<file path="src/rtl/uer_pkg.sv">
package uer_pkg;

    // Defaults for the top-level parameters.
    localparam int MAX_HEADER_WORDS_DEF = 41;
    localparam int COUNTER_BITS_DEF     = 32;

    // The IHL nibble is 4 bits wide, so byte offsets inside the header stay below 128.
    localparam int HL_W   = 4;
    localparam int BYTE_W = HL_W + 4;

    // Stream widths.
    localparam int IN_DATA_W  = 24;
    localparam int OUT_DATA_W = 120;

    // Protocol constants.
    localparam logic [15:0] ETH_TYPE_IPV4 = 16'h0800;
    localparam logic [7:0]  IP_PROTO_UDP  = 8'd17;
    localparam logic [BYTE_W-1:0] MIN_FRAME_BYTES = BYTE_W'(42);
    localparam logic [HL_W-1:0]   MIN_IHL = HL_W'(5);

    // Verdict codes.
    typedef logic [2:0] verdict_t;
    localparam verdict_t VERD_ECHO      = 3'd0;
    localparam verdict_t VERD_SHORT     = 3'd1;
    localparam verdict_t VERD_NOT_IPV4  = 3'd2;
    localparam verdict_t VERD_NOT_UDP   = 3'd3;
    localparam verdict_t VERD_PORT      = 3'd4;
    localparam verdict_t VERD_MALFORMED = 3'd5;

    // Commands from the controller to the datapath.
    typedef struct packed {
        logic take_collect;
        logic take_pass;
        logic take_skip;
        logic flush_read;
        logic flush_load;
        logic load_report;
    } uer_cmd_t;

    // Status from the datapath to the controller.
    typedef struct packed {
        logic out_busy;
        logic decide_now;
        logic match_now;
        logic flush_last;
    } uer_stat_t;

endpackage

</file>
<file path="src/rtl/uer_ctrl.sv">
module uer_ctrl (
    input  logic              aclk,
    input  logic              aresetn,
    input  logic              s_tvalid,
    input  logic              s_tlast,
    output logic              s_tready,
    output uer_pkg::uer_cmd_t cmd,
    input  uer_pkg::uer_stat_t stat
);
    import uer_pkg::*;

    typedef enum logic [5:0] {
        ST_COLLECT  = 6'b000001,
        ST_DISCARD  = 6'b000010,
        ST_PASS     = 6'b000100,
        ST_FLUSH_RD = 6'b001000,
        ST_FLUSH_LD = 6'b010000,
        ST_REPORT   = 6'b100000
    } state_t;

    state_t state_reg, state_next;
    logic   eof_pend_reg, eof_pend_next;
    logic   take;

    // Items are taken only in the streaming states and with the output register empty.
    assign s_tready = (state_reg == ST_COLLECT || state_reg == ST_DISCARD ||
                       state_reg == ST_PASS) && !stat.out_busy;
    assign take = s_tvalid && s_tready;

    // Next state and command decode.
    always_comb begin
        state_next    = state_reg;
        eof_pend_next = eof_pend_reg;
        cmd           = '0;
        case (state_reg)
            ST_COLLECT: begin
                cmd.take_collect = take;
                if (take && stat.decide_now) begin
                    if (stat.match_now) begin
                        eof_pend_next = s_tlast;
                        state_next    = ST_FLUSH_RD;
                    end else if (s_tlast) begin
                        state_next = ST_REPORT;
                    end else begin
                        state_next = ST_DISCARD;
                    end
                end
            end
            ST_DISCARD: begin
                cmd.take_skip = take;
                if (take && s_tlast) begin
                    state_next = ST_REPORT;
                end
            end
            ST_PASS: begin
                cmd.take_pass = take;
                if (take && s_tlast) begin
                    state_next = ST_REPORT;
                end
            end
            ST_FLUSH_RD: begin
                if (!stat.out_busy) begin
                    cmd.flush_read = 1'b1;
                    state_next     = ST_FLUSH_LD;
                end
            end
            ST_FLUSH_LD: begin
                cmd.flush_load = 1'b1;
                if (stat.flush_last) begin
                    state_next = eof_pend_reg ? ST_REPORT : ST_PASS;
                end else begin
                    state_next = ST_FLUSH_RD;
                end
            end
            ST_REPORT: begin
                if (!stat.out_busy) begin
                    cmd.load_report = 1'b1;
                    state_next      = ST_COLLECT;
                end
            end
            default: begin
                state_next = ST_COLLECT;
            end
        endcase
    end

    // State registers.
    always_ff @(posedge aclk) begin
        if (!aresetn) begin
            state_reg    <= ST_COLLECT;
            eof_pend_reg <= 1'b0;
        end else begin
            state_reg    <= state_next;
            eof_pend_reg <= eof_pend_next;
        end
    end

endmodule

</file>
<file path="src/rtl/uer_dp.sv">
module uer_dp #(
    parameter int MAX_HEADER_WORDS = uer_pkg::MAX_HEADER_WORDS_DEF,
    parameter int COUNTER_BITS     = uer_pkg::COUNTER_BITS_DEF
) (
    input  logic                             aclk,
    input  logic                             aresetn,
    input  logic [uer_pkg::IN_DATA_W-1:0]    s_tdata,
    input  logic                             s_tlast,
    output logic                             m_tvalid,
    input  logic                             m_tready,
    output logic [uer_pkg::OUT_DATA_W-1:0]   m_tdata,
    output logic                             m_tuser,
    output logic                             m_tlast,
    input  logic                             cfg_valid,
    output logic                             cfg_ready,
    input  logic [15:0]                      cfg_data,
    input  uer_pkg::uer_cmd_t                cmd,
    output uer_pkg::uer_stat_t               stat
);
    import uer_pkg::*;

    localparam int AW = $clog2(MAX_HEADER_WORDS);
    localparam int CW = $clog2(MAX_HEADER_WORDS + 1);
    localparam logic [BYTE_W-1:0] MAXH_B = BYTE_W'(MAX_HEADER_WORDS);

    // Header buffer.
    logic [15:0] hdr_mem [MAX_HEADER_WORDS];
    logic [15:0] rd_data_reg;

    logic [15:0]           listen_reg;
    logic [CW-1:0]         wcnt_reg;
    logic [HL_W-1:0]       hl_reg, hl_next;
    logic [15:0]           csum_reg;
    logic [15:0]           eth_reg, dport_reg;
    logic [7:0]            proto_reg;
    verdict_t              verdict_reg;
    logic [AW-1:0]         fidx_reg;
    logic [COUNTER_BITS-1:0] rx_cnt_reg, match_cnt_reg, drop_cnt_reg;

    logic                  out_valid_reg, out_kind_reg, out_last_reg;
    logic [15:0]           out_word_reg;
    logic [1:0]            out_bytes_reg;
    verdict_t              out_verdict_reg;
    logic [31:0]           out_rx_reg, out_match_reg, out_drop_reg;

    logic                  odd_last;
    logic [15:0]           word_m;
    logic [1:0]            nb;
    logic [BYTE_W-1:0]     idx_b, bp_new, hl_b, need_b, full_b, req_b, u_b, fidx_b, src_b;
    logic                  hdr_ok, decide_now, take_any;
    verdict_t              verdict_now, verdict_final;
    logic [16:0]           sum17;
    logic [15:0]           csum_fold;
    logic                  csum_use;
    logic [15:0]           flush_word;

    assign cfg_ready = 1'b1;

    // Input word: an odd final word keeps only its high byte.
    assign odd_last = s_tlast && (s_tdata[17:16] == 2'd1);
    assign word_m   = odd_last ? {s_tdata[15:8], 8'h00} : s_tdata[15:0];
    assign nb       = odd_last ? 2'd1 : 2'd2;
    assign take_any = cmd.take_collect || cmd.take_pass || cmd.take_skip;

    // Byte arithmetic on the header layout.
    assign idx_b  = BYTE_W'(wcnt_reg);
    assign bp_new = {idx_b[BYTE_W-2:0], 1'b0} + BYTE_W'(nb);
    assign hl_b   = BYTE_W'(hl_reg);
    assign need_b = BYTE_W'(11) + {hl_b[BYTE_W-2:0], 1'b0};
    assign full_b = {need_b[BYTE_W-2:0], 1'b0};
    assign u_b    = need_b - BYTE_W'(4);
    assign hdr_ok = (hl_reg >= MIN_IHL) && (need_b <= MAXH_B);
    assign req_b  = hdr_ok ? full_b : MIN_FRAME_BYTES;
    assign decide_now = (bp_new >= req_b) || s_tlast;

    // Frame classification from the captured header fields.
    always_comb begin
        if (bp_new < MIN_FRAME_BYTES) begin
            verdict_now = VERD_SHORT;
        end else if (eth_reg != ETH_TYPE_IPV4) begin
            verdict_now = VERD_NOT_IPV4;
        end else if (proto_reg != IP_PROTO_UDP) begin
            verdict_now = VERD_NOT_UDP;
        end else if (!hdr_ok || bp_new < full_b) begin
            verdict_now = VERD_MALFORMED;
        end else if (dport_reg != listen_reg) begin
            verdict_now = VERD_PORT;
        end else begin
            verdict_now = VERD_ECHO;
        end
    end

    assign verdict_final = cmd.take_collect ? verdict_now : verdict_reg;

    // Running ones-complement sum over the IPv4 header, checksum word excluded.
    assign csum_use = (idx_b == BYTE_W'(7)) ||
                      ((idx_b > BYTE_W'(7)) && (idx_b < u_b) && (idx_b != BYTE_W'(12)));
    assign sum17     = {1'b0, csum_reg} + {1'b0, word_m};
    assign csum_fold = sum17[15:0] + 16'(sum17[16]);

    // Source word for each output position of the rewritten header.
    assign fidx_b = BYTE_W'(fidx_reg);
    always_comb begin
        if (fidx_b < BYTE_W'(3)) begin
            src_b = fidx_b + BYTE_W'(3);
        end else if (fidx_b < BYTE_W'(6)) begin
            src_b = fidx_b - BYTE_W'(3);
        end else if (fidx_b == BYTE_W'(13) || fidx_b == BYTE_W'(14)) begin
            src_b = fidx_b + BYTE_W'(2);
        end else if (fidx_b == BYTE_W'(15) || fidx_b == BYTE_W'(16)) begin
            src_b = fidx_b - BYTE_W'(2);
        end else if (fidx_b == u_b) begin
            src_b = u_b + BYTE_W'(1);
        end else if (fidx_b == u_b + BYTE_W'(1)) begin
            src_b = u_b;
        end else begin
            src_b = fidx_b;
        end
    end

    // Checksum and UDP checksum positions are generated, not read.
    always_comb begin
        if (fidx_b == BYTE_W'(12)) begin
            flush_word = ~csum_reg;
        end else if (fidx_b == u_b + BYTE_W'(3)) begin
            flush_word = 16'h0000;
        end else begin
            flush_word = rd_data_reg;
        end
    end

    // Header buffer write and registered read.
    always_ff @(posedge aclk) begin
        if (cmd.take_collect && wcnt_reg < CW'(MAX_HEADER_WORDS)) begin
            hdr_mem[wcnt_reg[AW-1:0]] <= word_m;
        end
        if (cmd.flush_read) begin
            rd_data_reg <= hdr_mem[src_b[AW-1:0]];
        end
    end

    assign hl_next = (idx_b == BYTE_W'(7)) ? word_m[11:8] : hl_reg;

    // Header capture registers; the word count, IHL and checksum sum are cleared when a frame's report goes out.
    always_ff @(posedge aclk) begin
        if (!aresetn) begin
            wcnt_reg    <= '0;
            hl_reg      <= '0;
            csum_reg    <= '0;
            verdict_reg <= VERD_ECHO;
            fidx_reg    <= '0;
            listen_reg  <= '0;
        end else begin
            if (cfg_valid) begin
                listen_reg <= cfg_data;
            end
            if (cmd.load_report) begin
                wcnt_reg <= '0;
                hl_reg   <= '0;
                csum_reg <= '0;
            end else if (cmd.take_collect) begin
                wcnt_reg <= wcnt_reg + CW'(1);
                hl_reg   <= hl_next;
                if (csum_use) begin
                    csum_reg <= csum_fold;
                end
                if (decide_now) begin
                    verdict_reg <= verdict_now;
                    fidx_reg    <= '0;
                end
            end else if (cmd.flush_load) begin
                fidx_reg <= fidx_reg + AW'(1);
            end
        end
    end

    // Header fields needed for the decision.
    always_ff @(posedge aclk) begin
        if (cmd.take_collect) begin
            if (idx_b == BYTE_W'(6)) begin
                eth_reg <= word_m;
            end
            if (idx_b == BYTE_W'(11)) begin
                proto_reg <= word_m[7:0];
            end
            if (idx_b == u_b + BYTE_W'(1)) begin
                dport_reg <= word_m;
            end
        end
    end

    // Frame counters.
    always_ff @(posedge aclk) begin
        if (!aresetn) begin
            rx_cnt_reg    <= '0;
            match_cnt_reg <= '0;
            drop_cnt_reg  <= '0;
        end else begin
            if (take_any && s_tlast) begin
                rx_cnt_reg <= rx_cnt_reg + COUNTER_BITS'(1);
                if (verdict_final == VERD_SHORT) begin
                    drop_cnt_reg <= drop_cnt_reg + COUNTER_BITS'(1);
                end
            end
            if (cmd.take_collect && decide_now && verdict_now == VERD_ECHO) begin
                match_cnt_reg <= match_cnt_reg + COUNTER_BITS'(1);
            end
        end
    end

    // Output register control.
    always_ff @(posedge aclk) begin
        if (!aresetn) begin
            out_valid_reg <= 1'b0;
        end else if (cmd.take_pass || cmd.flush_load || cmd.load_report) begin
            out_valid_reg <= 1'b1;
        end else if (m_tready) begin
            out_valid_reg <= 1'b0;
        end
    end

    // Output register payload.
    always_ff @(posedge aclk) begin
        if (cmd.take_pass || cmd.flush_load) begin
            out_kind_reg    <= 1'b0;
            out_last_reg    <= 1'b0;
            out_word_reg    <= cmd.take_pass ? word_m : flush_word;
            out_bytes_reg   <= cmd.take_pass ? nb : 2'd2;
            out_verdict_reg <= VERD_ECHO;
            out_rx_reg      <= '0;
            out_match_reg   <= '0;
            out_drop_reg    <= '0;
        end else if (cmd.load_report) begin
            out_kind_reg    <= 1'b1;
            out_last_reg    <= 1'b1;
            out_word_reg    <= '0;
            out_bytes_reg   <= '0;
            out_verdict_reg <= verdict_reg;
            out_rx_reg      <= 32'(rx_cnt_reg);
            out_match_reg   <= 32'(match_cnt_reg);
            out_drop_reg    <= 32'(drop_cnt_reg);
        end
    end

    assign m_tvalid = out_valid_reg;
    assign m_tuser  = out_kind_reg;
    assign m_tlast  = out_last_reg;
    assign m_tdata  = {3'b000, out_drop_reg, out_match_reg, out_rx_reg,
                       out_verdict_reg, out_bytes_reg, out_word_reg};

    assign stat.out_busy   = out_valid_reg;
    assign stat.decide_now = decide_now;
    assign stat.match_now  = (verdict_now == VERD_ECHO);
    assign stat.flush_last = (fidx_b == need_b - BYTE_W'(1));

endmodule

</file>
<file path="src/rtl/udp_echo_responder.sv">
// A passed word appears in the cycle after it is taken; a frame's report is loaded from
// ST_REPORT into the output register once the output is free.
// Throughput: one item per cycle while the header is collected or a frame is discarded
// and the output register is empty; a passed item waits until the single output
// register empties; a matched frame's rewritten header is read back from the buffer.
// Reset: synchronous, active low; clears control state, counters and listen_port.
module udp_echo_responder #(
    parameter int MAX_HEADER_WORDS = uer_pkg::MAX_HEADER_WORDS_DEF,
    parameter int COUNTER_BITS     = uer_pkg::COUNTER_BITS_DEF
) (
    input  logic                           aclk,
    input  logic                           aresetn,
    input  logic                           s_tvalid,
    output logic                           s_tready,
    // [15:0] frame_word, [17:16] valid_bytes
    input  logic [uer_pkg::IN_DATA_W-1:0]  s_tdata,
    input  logic                           s_tlast,
    output logic                           m_tvalid,
    input  logic                           m_tready,
    // [15:0] echo_word, [17:16] echo_bytes, [20:18] verdict, [52:21] received_total,
    // [84:53] matched_total, [116:85] dropped_total
    output logic [uer_pkg::OUT_DATA_W-1:0] m_tdata,
    // [0] result_kind
    output logic                           m_tuser,
    output logic                           m_tlast,
    input  logic                           cfg_valid,
    output logic                           cfg_ready,
    input  logic [15:0]                    cfg_data
);
    import uer_pkg::*;

    uer_cmd_t  cmd;
    uer_stat_t stat;

    uer_ctrl u_ctrl (
        .aclk     (aclk),
        .aresetn  (aresetn),
        .s_tvalid (s_tvalid),
        .s_tlast  (s_tlast),
        .s_tready (s_tready),
        .cmd      (cmd),
        .stat     (stat)
    );

    uer_dp #(
        .MAX_HEADER_WORDS (MAX_HEADER_WORDS),
        .COUNTER_BITS     (COUNTER_BITS)
    ) u_dp (
        .aclk      (aclk),
        .aresetn   (aresetn),
        .s_tdata   (s_tdata),
        .s_tlast   (s_tlast),
        .m_tvalid  (m_tvalid),
        .m_tready  (m_tready),
        .m_tdata   (m_tdata),
        .m_tuser   (m_tuser),
        .m_tlast   (m_tlast),
        .cfg_valid (cfg_valid),
        .cfg_ready (cfg_ready),
        .cfg_data  (cfg_data),
        .cmd       (cmd),
        .stat      (stat)
    );

endmodule

</file>
<file path="config.mk">
export PLATFORM = sky130hd
export DESIGN_NAME = udp_echo_responder
export DESIGN_NICKNAME = d
export VERILOG_FILES = /design/src/rtl/uer_pkg.sv /design/src/rtl/uer_ctrl.sv /design/src/rtl/uer_dp.sv /design/src/rtl/udp_echo_responder.sv
export SDC_FILE = /design/constraint.sdc
export NUM_CORES = 1
export LEC_CHECK = 0
export ABC_AREA = 1
export BUFFER_PORTS_ARGS = -buffer_cell sky130_fd_sc_hd__buf_4
export CAP_MARGIN = 20
export CORE_ASPECT_RATIO = 1.5
export CORE_MARGIN = 2
export CORE_UTILIZATION = 62
export DETAILED_ROUTE_END_ITERATION = 10
export PLACE_DENSITY = 0.89
export SLEW_MARGIN = 20
export SYNTH_ARGS = -nofsm -noshare
export SYNTH_HDL_FRONTEND = slang
export SYNTH_HIERARCHICAL = 1
export SYNTH_SLANG_ARGS = --single-unit
</file>
<file path="constraint.sdc">
create_clock -name aclk -period 5.55 [get_ports aclk]
set_input_delay 0.2775 -clock aclk [delete_from_list [all_inputs] [get_ports aclk]]
set_output_delay 0.2775 -clock aclk [all_outputs]
set_load 0.01 [all_outputs]
</file>
==> results of run 1 <==
## placed cells by master, fill, tap and decap left out, types with 6 or more instances in the layout
master,instances
nor2_2,18
o211ai_1,50
inv_1,276
dlygate4sd3_1,31
a21oi_1,239
nor3_1,54
clkinv_1,17
nor4_1,22
bufinv_16,7
nor3_2,9
clkinv_2,18
o21ai_0,192
o21a_1,11
clkbuf_16,88
dfxtp_1,255
xnor2_1,26
nand4_1,41
inv_2,10
xor2_1,49
a31oi_1,22
nand2_2,14
o21ai_1,6
nor2_4,13
and3_1,6
nand2_1,1197
nand2_4,10
nand3_1,728
ha_1,55
clkbuf_1,14
buf_4,248
nor2_1,196
buf_12,16
nand3_2,6
o21bai_1,13
edfxtp_1,730
or2_2,21
## power groups by stage
stage | Clock [W] | Combinational [W] | Sequential, W
global placement | 0 | 0.00416 | 0.00881
CTS | 0.00597 | 0.00437 | 0.00868
detailed placement | 0 | 0.00431 | 0.00883
finish | 0.00593 | 0.00448 | 0.00869
global route | 0.00626 | 0.00478 | 0.00872
floorplan | 0 | 0.00242 | 0.00894
## stage by stage
step | utilization | hold WS (ns)
final | 0.703 | 0.0222
after global routing | 0.703 | 0.0322
after CTS | 0.703 | 0.00280
after detailed placement | 0.660 | 0.455
after global placement | 0.660 | 0.438
after floorplan | - | 0.362
## cells by family (layout without fill, tap and decap cells)
family / after synthesis / count (layout) / share of synthesized area
adders and majority gates: 56 / 56 / 0.0160
buffers and inverters: 542 / 738 / 0.0527
AOI/OAI and AO/OA: 550 / 550 / 0.0690
other: 2 / 4 / 0.000170
xor gates and xnor gates: 75 / 75 / 0.0149
and+or+nand+nor: 2353 / 2353 / 0.235
DFF: 985 / 985 / 0.612
## final cells by class
cell class              instances  area [um2]
flip-flops and latches        985       27000
fillers                      4800       20900
multi-input cells            3038       14900
repair buffers                295        2490
clock buffers                 107        2310
well taps                     907        1130
inverters                     292        1100
clock inverters                44         419
## worst max-delay path: cells and delay by family
family,cells,cell delay [ns]
buffers and inverters,5,1.12
adder cells (fa/ha/maj),3,0.61
AND/OR/NAND/NOR,16,2.28
AO/OA/AOI/OAI,7,1.25
## worst paths after layout
check        slack [ns]                endpoint                   start
min                0.02      u_dp/listen_reg[5]               cfg_valid
max reg2reg        0.81     u_dp/rd_data_reg[8]          u_dp/hl_reg[0]
max                0.57       u_dp/csum_reg[15]                 s_tlast
min reg2reg        0.47  u_dp/match_cnt_reg[30]  u_dp/match_cnt_reg[30]
## metal layers
| metal | global-route usage | vias up | share of wire |
|---|---|---|---|
| met5 | 0 | - | 0.00015 |
| met4 | 0.269 | 2 | 0.091 |
| met3 | 0.0577 | 505 | 0.091 |
| met2 | 0.560 | 2107 | 0.49 |
| met1 | 0.363 | 16300 | 0.33 |
| li1 | - | 15900 | - |
## cell usage after synthesis, types with 4 or more instances
master    number
nand2_1     1201
edfxtp_1     730
nand3_1      728
inv_1        277
dfxtp_1      255
a21oi_1      239
nor2_1       215
o21ai_0      192
clkbuf_1     123
buf_2         81
nor3_1        56
ha_1          55
o211ai_1      50
xor2_1        49
nand4_1       41
buf_4         29
xnor2_1       26
nor4_1        23
a31oi_1       22
or2_2         21
nand2_2       14
o21bai_1      13
o21a_1        11
buf_6          9
inv_2          9
nor2_2         9
buf_1          7
nand2_4        7
nor3_2         7
and3_1         6
nand3_2        6
o21ai_1        6
a211oi_1       5
clkinv_1       5
nand3b_1       4
nor3b_1        4
==> summary.md, run 1 <==
| Metric | Value |
|---|---|
| Run status | `finished clean` |
| Worst skew pair latency | `0.67 ns` |
| Main flop type after synthesis | `edfxtp_1` |
| Initial antenna violation count | `2` |
| Max FFs per register | `about 660` |
| Total congestion overflow | `0` |
| CTS tree | `yes` |
| Area growth, synth to finish | `12.0%` |
| Root Driver | `clkbuf_16` |
| Hold Path Class | `in2reg` |
| Layout Cells excl Fill | `around 5700` |
| CP required | `6.10 ns` |
| First-pass GRT wire length | `185000 um` |
| Die Y-Extent | `331 um` |
| # setup viols final | `0` |
| WP data arrival | `roughly 5.5 ns` |
| Total power | `0.0191 W` |
| Sw Ratio | `0.309` |
| Leak | `19.4 nW` |
| Die Wd | `222 um` |
| Post-synthesis sequential area ratio | `0.612` |
| Rel. slew slack | `0.271` |
| Drt first-iter violations | `4331` |
| Synth Register Bits | `985` |
| H-tree lvl count | `3` |
| Die area | `about 73000 um2` |
| Drt total wl | `123000 um` |
| GRT Total Usage | `0.328` |
| Min cycle time layout | `4.98 ns` |
| Peak fanout along the critical path | `6` |
| Vias in the first global route | `33300` |
| Pin count of the biggest net entering global routing | `111` |
| WS Path Type | `in2reg` |
| Flop pwr share | `0.455` |
| R2R depth | `26` |
| VDD IR max | `roughly 0.00024 V` |
| Post-synth EDFFs | `730` |
| CP max-delay cell | `dlygate4sd3_1` |
| Worst slew pin tran | `1.09 ns` |
| Worst-case clock skew | `about 0.029 ns` |
| Peak Freq | `approximately 0.2 GHz` |
| Nets | `between 4000 and 5000` |
| Max-slew violations | `0` |
| Diode count | `0` |
| Cell area after synthesis | `44100 um2` |
| Hold Buf Count CTS | `31` |
| Post-cts sizing count | `0` |
| P_sw | `0.00590 W` |
| Slowest stage delay, CP | `0.56 ns` |
| CTS clk-pin slew, worst paths | `0.07 ns` |
| Synth Instances | `around 4600` |
| Clock share of power | `0.311` |
| Sink Count | `between 900 and 1000` |
| Core ar. | `approximately 70000 um2` |
| Placed inst area | `46400 um2` |
| Length of the first detailed-routing pass in iterations | `6` |
| Crit share post-route | `0.898` |
| Final GP Congestion | `0.958` |
| Yosys warnings | `6` |
| Vias | `between 30000 and 40000` |
| I/O Pins | `around 170` |
| Netlist cell types | `57` |
| Yosys top cell area share | `0.497` |
| PD cells | `roughly 390 nW/um2` |
| Worst Setup End Kind | `flop` |
| # DRC | `0` |
| Final worst setup slack | `0.565 ns` |
| Synth area leader | `edfxtp_1` |
| Setup TNS | `0 ns` |
| Number of core rows | `119` |
| Vias/cell | `6.14` |
| Starting Density | `0.628` |
| Hold depth | `3` |
| Startpoint Class | `primary input` |
| Number of I/O port buffers | `160` |
| Post-DP HPWL | `around 76000 um` |
| Post-CTS setup buffer count | `0` |
| Max cap viols | `0` |
| Combinational Power Share | `0.235` |
| ANT nets after route | `0` |
| Unrepaired setup endpoints after global routing | `false` |
| Max clock buf depth | `3` |
| DR WL/cell | `roughly 22 um` |
| Placed cell count | `5486` |
| Share of cells above drive strength 1 | `0.106` |
| Leading post-synthesis cells by cell area | `edfxtp_1 (50%), dfxtp_1 (12%), nand2_1 (10%)` |
| Pre-CTS WS | `~0.63 ns` |
| Fraction of registers with async set/reset | `0` |
| TritonCTS Buffers | `85` |
| Design area | `49400 um2` |
| Mapped Avg Cell Area | `a little under 10 um2` |
| Final Hold Vio Count | `0` |
| P_int | `around 0.013 W` |
Power figures use the tool's default switching activity.
==> run 2, diff against run 1 <==
Settings changed: MAX_ROUTING_LAYER set to met4.
==> run 2 against run 1 <==
- utilization decreased by 0.14 points
- final area decreased by 0.19%
- clock skew decreased by 0.0087 ns
- flip-flop and latch count unchanged
- die area unchanged
- via count increased by 0.21%
- sequential power about the same
- critical path type unchanged
- critical endpoint unchanged
- largest cell class unchanged
- highest routed layer is now met4
==> summary.md, run 2 (synthesized netlist as in run 1, its figures left out) <==
| Metric | Value |
|---|---|
| Root Driver | `clkbuf_16` |
| Crit path capture | `u_dp/csum_reg[15]` |
| Post-DP HPWL | `around 75000 um` |
| H-tree lvl count | `3` |
| Unrepaired setup endpoints after global routing | `false` |
| Initial antenna violation count | `1` |
| Rel. slew slack | `0.242` |
| Max-slew violations | `0` |
| Final GP Congestion | `approximately 0.99` |
| Hold depth | `3` |
| Post-cts sizing count | `0` |
| VDD IR max | `approximately 0.00024 V` |
| Share of cells above drive strength 1 | `0.106` |
| Peak fanout along the critical path | `6` |
| Drt first-iter violations | `between 4000 and 5000` |
| Max FFs per register | `656` |
| Final worst setup slack | `between 0.4 and 0.5 ns` |
| Max clock buf depth | `3` |
| Vias/cell | `6.16` |
| GRT Total Usage | `0.334` |
| Final Hold Vio Count | `0` |
| CP required | `6.10 ns` |
| Min cycle time layout | `roughly 5.1 ns` |
| # setup viols final | `0` |
| Vias in the first global route | `33300` |
| Hold Buf Count CTS | `30` |
| Reg2reg start | `u_dp/hl_reg[0]` |
| Number of I/O port buffers | `160` |
| Nets | `roughly 4800` |
| WP buf/inv | `5` |
| Starting Density | `0.628` |
| Number of core rows | `119` |
| Most common cell after layout, fill and taps aside | `nand2_1` |
| Worst skew pair latency | `0.66 ns` |
| Flop pwr share | `0.459` |
| Sw Ratio | `0.311` |
| Commonest non-fill, non-tap cells in the layout | `nand2_1 (1197), edfxtp_1 (730), nand3_1 (728)` |
| Vias | `34900` |
| Slowest stage delay, CP | `0.56 ns` |
| Worst-case clock skew | `0.0200 ns` |
| Startpoint Class | `primary input` |
| CP delay by family, top | `simple AND/OR/NAND/NOR gates` |
| Die Y-Extent | `331 um` |
| Leak | `19.3 nW` |
| CP max-delay cell | `dlygate4sd3_1` |
| Crit path depth | `31` |
| ANT nets after route | `0` |
| # DRC | `0` |
| Worst R2R End | `u_dp/rd_data_reg[10]` |
| Drt total wl | `roughly 120000 um` |
| Core ar. | `70300 um2` |
| Post-CTS setup buffer count | `0` |
| Sink Count | `985` |
| R2R depth | `24` |
| Die area | `73400 um2` |
| Placed cell count | `approximately 5500` |
| Length of the first detailed-routing pass in iterations | `9` |
| Die Wd | `222 um` |
| Area growth, synth to finish | `11.8%` |
| First-pass GRT wire length | `183000 um` |
| Clock share of power | `0.305` |
| Crit share post-route | `0.913` |
| P_int | `~0.013 W` |
| Worst Setup End Kind | `flop` |
| P_sw | `0.00588 W` |
| WP data arrival | `5.62 ns` |
| Combinational Power Share | `0.237` |
| Final core occ | `0.702` |
| I/O Pins | `171` |
| Pre-CTS WS | `around 0.64 ns` |
| Setup TNS | `0 ns` |
| CTS tree | `yes` |
| Peak Freq | `0.197 GHz` |
| CTS clk-pin slew, worst paths | `0.07 ns` |
| R2r setup slk | `0.82 ns` |
| Layout Cells excl Fill | `5666` |
| DR WL/cell | `21.4 um` |
| Total congestion overflow | `0` |
| Max cap viols | `0` |
| Worst slew pin tran | `1.13 ns` |
| WS Path Type | `in2reg` |
| Run status | `finished clean` |
| TritonCTS Buffers | `84` |
| Pin count of the biggest net entering global routing | `153` |
| Worst Setup SP | `s_tlast` |
| Hold Path Class | `in2reg` |
| PD cells | `384 nW/um2` |
## run 2: how the worst min path moves through the flow
stage,start,endpoint,slack [ns]
after floorplan,aresetn,u_ctrl/state_reg[0],0.36
after global placement,u_dp/rx_cnt_reg[31],u_dp/rx_cnt_reg[31],0.44
final,cfg_valid,u_dp/listen_reg[7],0.03
after CTS,cfg_valid,u_dp/listen_reg[13],0.004
after detailed placement,u_dp/out_drop_reg[1],u_dp/out_drop_reg[1],0.45
after global routing,s_tdata[11],u_dp/hdr_mem[16][11],0.03
## run 2: final cells by class
cell class	instances	area, um2
antenna	2	5.00
clock buffer	106	2300
clock inverter	43	359
fill	4726	20900
inverter	292	1100
multi-input combinational	3038	14900
sequential	985	27000
tap	907	1130
timing repair buffer	293	2470
## run 2: layer usage
metal  routed length, um  part of all wire  track usage  up-vias
li1                    -                 -            -    15900
met1               40600              0.33        0.357    16400
met2               59300              0.49        0.556     2047
met3               10500             0.086       0.0530      509
met4               11000             0.090        0.267        0
met5                   0                 0            -        -
## run 2: metrics by stage
| step | cell area, um2 | power (W) | hold WS (ns) |
|---|---|---|---|
| after floorplan | 44100 | 0.0114 | 0.362 |
| after global placement | 46300 | 0.0130 | 0.438 |
| after detailed placement | 46300 | 0.0131 | 0.454 |
| after CTS | 49300 | 0.0188 | 0.00436 |
| after global routing | 49300 | 0.0196 | 0.0273 |
| final | 49300 | 0.0189 | 0.0333 |
## run 2: worst min-delay path: stages
cell and delay [ns]:
buf_4 0.18, o21ai_0 0.11, nor2_1 0.07
## run 2: power by group through the flow
stage | sequential [W] | combinational, W | clock (W)
floorplan | 0.00894 | 0.00242 | 0
global placement | 0.00881 | 0.00416 | 0
detailed placement | 0.00882 | 0.00429 | 0
CTS | 0.00867 | 0.00436 | 0.00581
global route | 0.00872 | 0.00479 | 0.00609
finish | 0.00868 | 0.00448 | 0.00577
